File: src/slis_pkg.sv
package slis_pkg;

  // Fixed field widths
  localparam int SAMPLE_W = 32;
  localparam int OUT_LW   = 11;

  // Controller -> datapath commands
  typedef struct packed {
    logic load;    // capture input beat, start search
    logic rd;      // issue table read at probe midpoint
    logic step;    // compare read data, narrow search window
    logic commit;  // write table, update length, load output register
  } cmd_t;

  // Datapath -> controller status
  typedef struct packed {
    logic search_done;
  } sts_t;

endpackage

File: src/slis_ctrl.sv
module slis_ctrl
  import slis_pkg::*;
(
  input  logic clk,
  input  logic rst_n,
  input  logic in_valid,
  output logic in_ready,
  output logic out_valid,
  input  logic out_ready,
  input  sts_t sts,
  output cmd_t cmd
);

  localparam logic [1:0] ST_IDLE   = 2'd0;
  localparam logic [1:0] ST_PROBE  = 2'd1;
  localparam logic [1:0] ST_CMP    = 2'd2;
  localparam logic [1:0] ST_COMMIT = 2'd3;

  logic [1:0] state_r, state_nxt;
  logic       out_valid_r, out_valid_nxt;

  // Next state and commands
  always_comb begin
    state_nxt = state_r;
    cmd       = '0;
    in_ready  = 1'b0;
    unique case (state_r)
      ST_IDLE: begin
        in_ready = 1'b1;
        if (in_valid) begin
          cmd.load  = 1'b1;
          state_nxt = ST_PROBE;
        end
      end
      ST_PROBE: begin
        if (sts.search_done) begin
          state_nxt = ST_COMMIT;
        end else begin
          cmd.rd    = 1'b1;
          state_nxt = ST_CMP;
        end
      end
      ST_CMP: begin
        cmd.step  = 1'b1;
        state_nxt = ST_PROBE;
      end
      ST_COMMIT: begin
        if (!out_valid_r || out_ready) begin
          cmd.commit = 1'b1;
          state_nxt  = ST_IDLE;
        end
      end
      default: state_nxt = ST_IDLE;
    endcase
  end

  // Output beat valid
  always_comb begin
    if (cmd.commit) begin
      out_valid_nxt = 1'b1;
    end else if (out_ready) begin
      out_valid_nxt = 1'b0;
    end else begin
      out_valid_nxt = out_valid_r;
    end
  end

  always_ff @(posedge clk) begin
    if (!rst_n) begin
      state_r     <= ST_IDLE;
      out_valid_r <= 1'b0;
    end else begin
      state_r     <= state_nxt;
      out_valid_r <= out_valid_nxt;
    end
  end

  assign out_valid = out_valid_r;

  // A new beat always starts a search
  a_load_to_probe: assert property (@(posedge clk) disable iff (!rst_n)
    cmd.load |=> state_r == ST_PROBE)
    else $error("load did not enter probe");

  // Commit never overwrites a result still waiting
  a_no_overwrite: assert property (@(posedge clk) disable iff (!rst_n)
    cmd.commit |-> (!out_valid_r || out_ready))
    else $error("commit over pending result");

  // Reads only while the search is open
  a_rd_searching: assert property (@(posedge clk) disable iff (!rst_n)
    cmd.rd |-> !sts.search_done)
    else $error("read after search done");

endmodule

File: config.mk
export PLATFORM = sky130hd
export DESIGN_NAME = slis_ctrl
export DESIGN_NICKNAME = d
export VERILOG_FILES = /design/src/slis_pkg.sv /design/src/slis_ctrl.sv
export SDC_FILE = /design/constraint.sdc
export NUM_CORES = 1
export LEC_CHECK = 0
export BUFFER_PORTS_ARGS = -buffer_cell sky130_fd_sc_hd__buf_2
export CORE_AREA = 2 2 39 41
export CTS_BUF_LIST = sky130_fd_sc_hd__clkbuf_16
export CTS_CLUSTER_DIAMETER = 80
export DETAILED_ROUTE_END_ITERATION = 7
export DIE_AREA = 0 0 41 43
export HOLD_SLACK_MARGIN = 0.15
export PLACE_DENSITY_LB_ADDON = 0.08
export RECOVER_POWER = 25
export SLEW_MARGIN = 10
export SYNTH_ARGS = -nofsm -noshare
export SYNTH_HDL_FRONTEND = slang
export SYNTH_SLANG_ARGS = --single-unit
File: constraint.sdc
create_clock -name clk -period 1 [get_ports clk]
set_input_delay 0.05 -clock clk [delete_from_list [all_inputs] [get_ports clk]]
set_output_delay 0.05 -clock clk [all_outputs]
set_load 0.005 [all_outputs]
-- Word level (Yosys, flattened, before mapping)
Cells that the tools add are included.
- flip-flop bits (word level): 3
- bits of input ports: 5
- output and inout port bits: 6
- logic and storage cells: 26
- eq/ne operators: 5
- multiplexer cells: 14
- reduce and logical (&&, ||, !) cells: 5
- operator list (operator ; number):
    two-way mux 1 bit ; 11
    one-hot mux 2 bit (4 select lines) ; 1
    equality test 2 bit (second input constant) ; 2
    two-way mux 2 bit ; 2
    != test 2 bit (second input constant) ; 2
    equality test 2 x 1 -> 1 bit (second input constant) ; 1
    zero test 2 bit ; 1
    AND reduction 2 bit ; 1
    nonzero test 2 bit ; 1
    zero test 1 bit ; 1
    logical OR 1 bit ; 1

-- Logic depth before layout (Yosys ltp)
Gate-level depths: netlist of the first run.
- depth in word-level cells: 5
- gate-level depth with buffers: 3
- mapped depth without buffers: 2

-- Least setup slack after synthesis of the first run
Ideal clock, no wire load.
- path type: register to register
- start point: register state_r[0]
- end point: register state_r[0]
- setup time: 119 ps
- data arrival time: 886 ps
- data required time: 881 ps
- path slack: -5 ps
- stages on the path, launching flop included: 3
- path buffers: 0
- clock period less this slack: 1005 ps
- path through: dfxtp_1 mux2_4 o221a_1
- word-level cells in the longest chain between the ends: 3
- elaborated cells between the ends (all ways): 8
- those cells by class: eq/ne: 5; mux: 1; reduce/logical: 2
- RTL lines (item ; line ; source):
    from (decl) ; slis_ctrl.sv:19 ; logic [1:0] state_r, state_nxt;
    from (signal assigned) ; slis_ctrl.sv:73 ; state_r <= state_nxt;
    equality test 2 bit or zero test 2 bit (tied branches) ; slis_ctrl.sv:27 ; unique case (state_r)
    != test 2 bit (no line) ; n/a ;
    AND reduction 2 bit (no line) ; n/a ;
Several ways; a longest one is shown, not always the timed one.
A chain may end at the register's enable or synchronous reset.

==> results of run 1 <==
## flip-flops by register name, summed over array words and instances, names as in the netlist
register and count:
out_valid 1, state_r 2
## power by group through the flow
| stage | Clock (µW) | Sequential, µW | Combinational, µW |
|---|---|---|---|
| after floorplan | 0 | 138 | 29.9 |
| after global placement | 0 | 138 | 64.5 |
| after detailed placement | 0 | 138 | 63.5 |
| after CTS | 640 | 139 | 76.6 |
| after global routing | 644 | 139 | 82.0 |
| final | 623 | 138 | 74.9 |
## layer usage
layer / vias to the layer above / wire, µm / share of wire, % / GRT usage, %
li1: 89 / - / - / -
met1: 74 / 191 / 44 / 7.051
met2: 7 / 206 / 48 / 8.125
met3: 0 / 34 / 7.9 / 1.571
met4: 0 / 0 / 0 / 12.00
met5: - / 0 / 0 / 0
## cells in the mapped netlist
cell type and instances:
nor2_1 2, nor3b_1 1, nor2b_1 1, buf_4 1
and2b_2 1, nand2_1 2, mux2_4 1, a21oi_1 1
a21boi_0 1, nand2b_1 1, dfxtp_1 3, o221a_1 1
and2_1 1
## worst min-delay path: stages
cell and delay, ns:
buf_2 0.08, nand2b_1 0.12, a21oi_1 0.07
## final timing paths
| check | endpoint | slack [ns] | depth (start not counted) |
|---|---|---|---|
| hold / removal | state_r[1]$_SDFFE_PN0P_ | 0.15 | 3 |
| setup reg to reg | state_r[0]$_SDFFE_PN0P_ | 0.04 | 2 |
| hold reg to reg | state_r[1]$_SDFFE_PN0P_ | 0.50 | 1 |
| setup / recovery | cmd[1] | -0.04 | 3 |
## cells by family (layout without fill, tap and decap cells)
logic type | count (synthesis) | after routing | share of synthesized area, %
and+or+nand+nor | 9 | 9 | 32.01
muxes | 1 | 1 | 9.597
DFF | 3 | 3 | 38.40
buffers and inverters | 1 | 17 | 4.802
AOI/OAI and AO/OA | 3 | 3 | 15.20
## layout make-up
type                    instances  area share (%)
multi-input cells              13           28.73
repair buffers                 13           23.13
clock buffers                   3           22.39
flip-flops and latches          3           18.66
well taps                      16           5.970
clock inverters                 1           1.119
## stage by stage
| step | util [%] | std cells | hold slack, ns |
|---|---|---|---|
| floorplan | - | 17 | 0.1330 |
| global placement | 16.46 | 43 | 0.3180 |
| detailed placement | 16.46 | 43 | 0.3147 |
| CTS | 24.32 | 49 | 0.1522 |
| global route | 24.23 | 49 | 0.1828 |
| finish | 24.23 | 49 | 0.1457 |
## timing repair
| item | CTS | global route |
|---|---|---|
| pin swaps | 1 | 0 |
| endpoints found under the setup margin | 4 | 4 |
| gates resized for setup | 4 | 0 |
| hold endpoints to repair | 3 | 0 |
| setup buffers | 1 | 0 |
| hold buffers | 1 | 0 |
==> reports/metrics.cfg, run 1 <==
[outcome]
status=finished, violations left
failed_checks=negative setup slack

[synthesis]
synth_top_area_share_pct=38.40
yosysWarnings=0
postSynthCellCount=17
synth_area_um2=156.4
yosys.area.top_type=dfxtp_1
post_synth.cell_area_avg_um2=9.200
yosysUniqueCellTypes=13
synth.area.top_cells=dfxtp_1 38%, mux2_4 9.6%, o221a_1 7.2%
syn_nets=22
synth_seq_cells=3
seq_area_frac_synth_pct=38.40

[sta]
rsz0062_at_grt=yes
finalMaxSlewViolations=0
fin_ws_ns=-0.03740
fmaxAchievable_mhz=964.0
tightest_slew_ns=0.1527
finalSetupTns_ns=-0.05509
finClkSkew_ns=0.0002009
slew_headroom_pct=89.80
finalCritPeriodShare_pct=103.7
timing_hold_violations_final=0
setup_viol=3
period_minus_slack_ns=1.037

[floorplan]
rows=14
initial_core_util_pct=11.30
die-area_mm2=0.001763
die-width_um=41
core-area_mm2=0.001384
io_pins=11
die_h_um=43

[critical_path]
rr_startpoint=state_r[0]$_SDFFE_PN0P_
cp-end-kind=output port
critical_path_buf_inv_count=2
crit_start=state_r[0]$_SDFFE_PN0P_
crit_chain=buf_6, and2b_2, buf_2
critPathRequiredTime_ns=0.95
startpoint_type=flop
worst_path_max_delay_cell=dfxtp_2
crit_type=reg2out
cpPeakStageDelay_ns=0.34
crit_path_max_fanout=5
worstPathArrival_ns=0.99
crit_family=flip-flops

[job]
drv_cap=0

[routing]
drt_iter0_markers=0
antenna_left=0
dr.pass1.iters=1
vias=170
vias_per_cell=3.469
drt_wl_total_um=431
wl_per_cell_um=8.796
drc=0

[layout]
area_delta_synth_final_pct=114.4
drive_above_1_share_pct=60.61
postLayoutCellArea_um2=335.3
regArea_um2=62.56
nets=39
final_common_cell=buf_2
layout_common_cells=9 x buf_2, 3 x clkbuf_16, 2 x nand2_1, 2 x dfxtp_2
n_antenna_cell=0
multi_input_area_um2=96.34
n_fill_cell=164

[placed_design]
numPortBuffers=10
gp_congestion=0.6152
placed_cell_area_um2=227.7
post-place-ws_ns=0.04813

[power]
swShare_pct=17.06
power.density_mw_per_mm2=2495
power.switching_uw=142.8
seqPwrFrac_pct=16.5
p_total_uw=836.8
p_clk_share_pct=74.5
combPwrFrac_pct=8.9
p_int_uw=694.0
irDropWorstVdd_v=0.0003176
p_leak_uw=0.0001613

[grt]
grt_max_degree=7
grt_usage_pct=6.921
grt_pass1_vias=203
overflow=0
grt_pass1_wl_um=717
antenna_found_initial=0

[clock_network]
root_buffer=clkbuf_16
clock_latency_ns=0.22
clock-sinks=3
clockBufferDepth=2
ctsHtreeMaxLevel=1
cts_buffers=3
path_clk_slew_ns=0.03
cts_tree=yes

[worst_hold_path]
min-delay-start=out_ready
hp-class=in2reg

Note: power is estimated with default switching activity, not from simulation.
==> run 2, diff against run 1 <==
--- a/config.mk
+++ b/config.mk
@@ -12,7 +12,7 @@
 export DETAILED_ROUTE_END_ITERATION = 7
 export DIE_AREA = 0 0 41 43
 export HOLD_SLACK_MARGIN = 0.15
-export PLACE_DENSITY_LB_ADDON = 0.08
+export PLACE_DENSITY = 0.38
 export RECOVER_POWER = 25
 export SLEW_MARGIN = 10
 export SYNTH_ARGS = -nofsm -noshare
==> run 2 against run 1 <==
Critical endpoint unchanged. Non-clock buffer count is the same. The flow still finishes with violations (negative setup slack). Cell count is the same. Highest routed layer is now met4. Largest cell class unchanged. Core utilization grew 0.18 points. First-iteration DRC count is the same. Wire length grew 18%.
==> reports/metrics.cfg, run 2 (synthesized netlist as in run 1, its figures left out) <==
[outcome]
status=finished, violations left  ; unchanged
failed_checks=negative setup slack  ; unchanged

[grt]
grt_usage_pct=7.214  ; was 6.921%
grt_max_degree=7  ; unchanged
overflow=0  ; unchanged
grt_pass1_vias=191  ; was 203
grt_pass1_wl_um=752  ; was 717 µm
antenna_found_initial=0  ; unchanged

[critical_path]
startpoint_type=flop  ; unchanged
critPathRequiredTime_ns=0.95  ; about the same
crit_type=reg2out  ; unchanged
crit_path_max_fanout=5  ; unchanged
worstPathArrival_ns=1.01  ; was 0.99 ns
cp-end-kind=output port  ; unchanged

[floorplan]
die-width_um=41  ; unchanged
rows=14  ; unchanged
core-area_mm2=0.001384  ; unchanged
initial_core_util_pct=11.30  ; unchanged
die-area_mm2=0.001763  ; unchanged
io_pins=11  ; unchanged
die_h_um=43  ; unchanged

[job]
drv_cap=0  ; unchanged

[layout]
layout_common_cells=9 x buf_2, 3 x clkbuf_16, 2 x nand2_1, 2 x dlygate4sd3_1, 2 x dfxtp_2  ; was 9 x buf_2, 3 x clkbuf_16, 2 x nand2_1, 2 x dfxtp_2
final_common_cell=buf_2  ; unchanged
fin_util_pct=24.41  ; was 24.23%
nets=39  ; unchanged
n_fill_cell=150  ; was 164
area_delta_synth_final_pct=116.0  ; was 114.4%
regMostFlops=state_r  ; unchanged
n_antenna_cell=0  ; unchanged
drive_above_1_share_pct=57.58  ; was 60.61%
largest_reg_flops=2  ; unchanged

[routing]
vias=184  ; was 170
vias_per_cell=3.755  ; was 3.469
antenna_left=0  ; unchanged
wl_per_cell_um=10.35  ; was 8.796 µm
drt_iter0_markers=0  ; unchanged
drc=0  ; unchanged
drt_wl_total_um=507  ; was 431 µm
dr.pass1.iters=1  ; unchanged

[sta]
fmaxAchievable_mhz=947.2  ; was 964.0 MHz
period_minus_slack_ns=1.056  ; was 1.037 ns
slew_headroom_pct=89.09  ; was 89.80%
fin_ws_ns=-0.05570  ; was -0.03740 ns
finClkSkew_ns=0.002357  ; was 0.0002009 ns
timing_hold_violations_final=0  ; unchanged
rsz0062_at_grt=yes  ; unchanged
tightest_slew_ns=0.1634  ; was 0.1527 ns
finalCritPeriodShare_pct=105.6  ; was 103.7%
finalMaxSlewViolations=0  ; unchanged
setup_viol=3  ; unchanged
finalSetupTns_ns=-0.1166  ; was -0.05509 ns

[worst_hold_path]
hp-class=in2reg  ; unchanged

[clock_network]
clock_latency_ns=0.22  ; about the same
path_clk_slew_ns=0.03  ; about the same
postCtsSetupBuffers=0  ; was 1
clockBufferDepth=2  ; unchanged
root_buffer=clkbuf_16  ; unchanged
ctsHtreeMaxLevel=1  ; unchanged
cts_buffers=3  ; unchanged
clock-sinks=3  ; unchanged
cts_tree=yes  ; unchanged

[placed_design]
numPortBuffers=10  ; unchanged
gp_congestion=0.6101  ; was 0.6152
hpwl_um=343.7

[power]
p_leak_uw=0.0001604  ; was 0.0001613 µW
irDropWorstVdd_v=0.0006458  ; was 0.0003176 V
power.density_mw_per_mm2=2488  ; was 2495 mW/mm²

[run 2: worst paths after layout]
path	startpoint	cells after the start	slack, ns	to
worst max register to register	state_r[0]$_SDFFE_PN0P_	2	0.04	state_r[0]$_SDFFE_PN0P_
worst min register to register	out_valid$_SDFFE_PN0P_	2	0.50	state_r[1]$_SDFFE_PN0P_
worst min-delay path	in_valid	3	0.23	state_r[0]$_SDFFE_PN0P_
worst max-delay path	state_r[0]$_SDFFE_PN0P_	3	-0.06	cmd[1]
[run 2: repair_timing]
action | CTS | global route
endpoints found under the setup margin | 4 | 5
pin swaps | 1 | 1
endpoints found under the hold margin | 3 | 0
resized for setup | 3 | 1
hold buffers | 2 | 0
[run 2: worst max-delay path, cell delays in order (launching register included)]
cell and delay [ns]:
dfxtp_2 0.34, buf_6 0.11, and2b_2 0.20, buf_2 0.12
[run 2: routing by layer]
metal / up-vias / global-route usage [%] / routed length [µm]
li1: 88 / - / -
met1: 79 / 6.390 / 229
met2: 13 / 9.688 / 199
met3: 4 / 3.141 / 51
met4: 0 / 10.00 / 26
met5: - / 0 / 0
[run 2: through the flow]
stage | total power [µW] | setup WS (ns) | cell area [µm²] | hold slack, ns | instances
2_1_floorplan | 168.0 | 0.03749 | 157.7 | 0.1330 | 17
3_3_place_gp | 198.6 | 0.04846 | 227.7 | 0.2955 | 43
3_5_place_dp | 202.1 | 0.03045 | 227.7 | 0.3173 | 43
4_1_cts | 852.7 | -0.06820 | 334.1 | 0.2401 | 49
5_1_grt | 863.0 | -0.08468 | 337.8 | 0.2613 | 49
6_report | 840.5 | -0.05570 | 337.8 | 0.2314 | 49
[run 2: power breakdown]
group          switching [µW]  internal (µW)
Clock                     112            516
Combinational            26.7           47.5
Sequential               9.48            129
Total                     148            693
[run 2: layout make-up]
class	instances	area (µm²)	share of cell area (%)
Multi-Input combinational cell	13	96.34	28.52
Timing Repair Buffer	13	80.08	23.70
Clock buffer	3	75.07	22.22
Sequential cell	3	62.56	18.52
Tap cell	16	20.02	5.926
Clock inverter	1	3.754	1.111
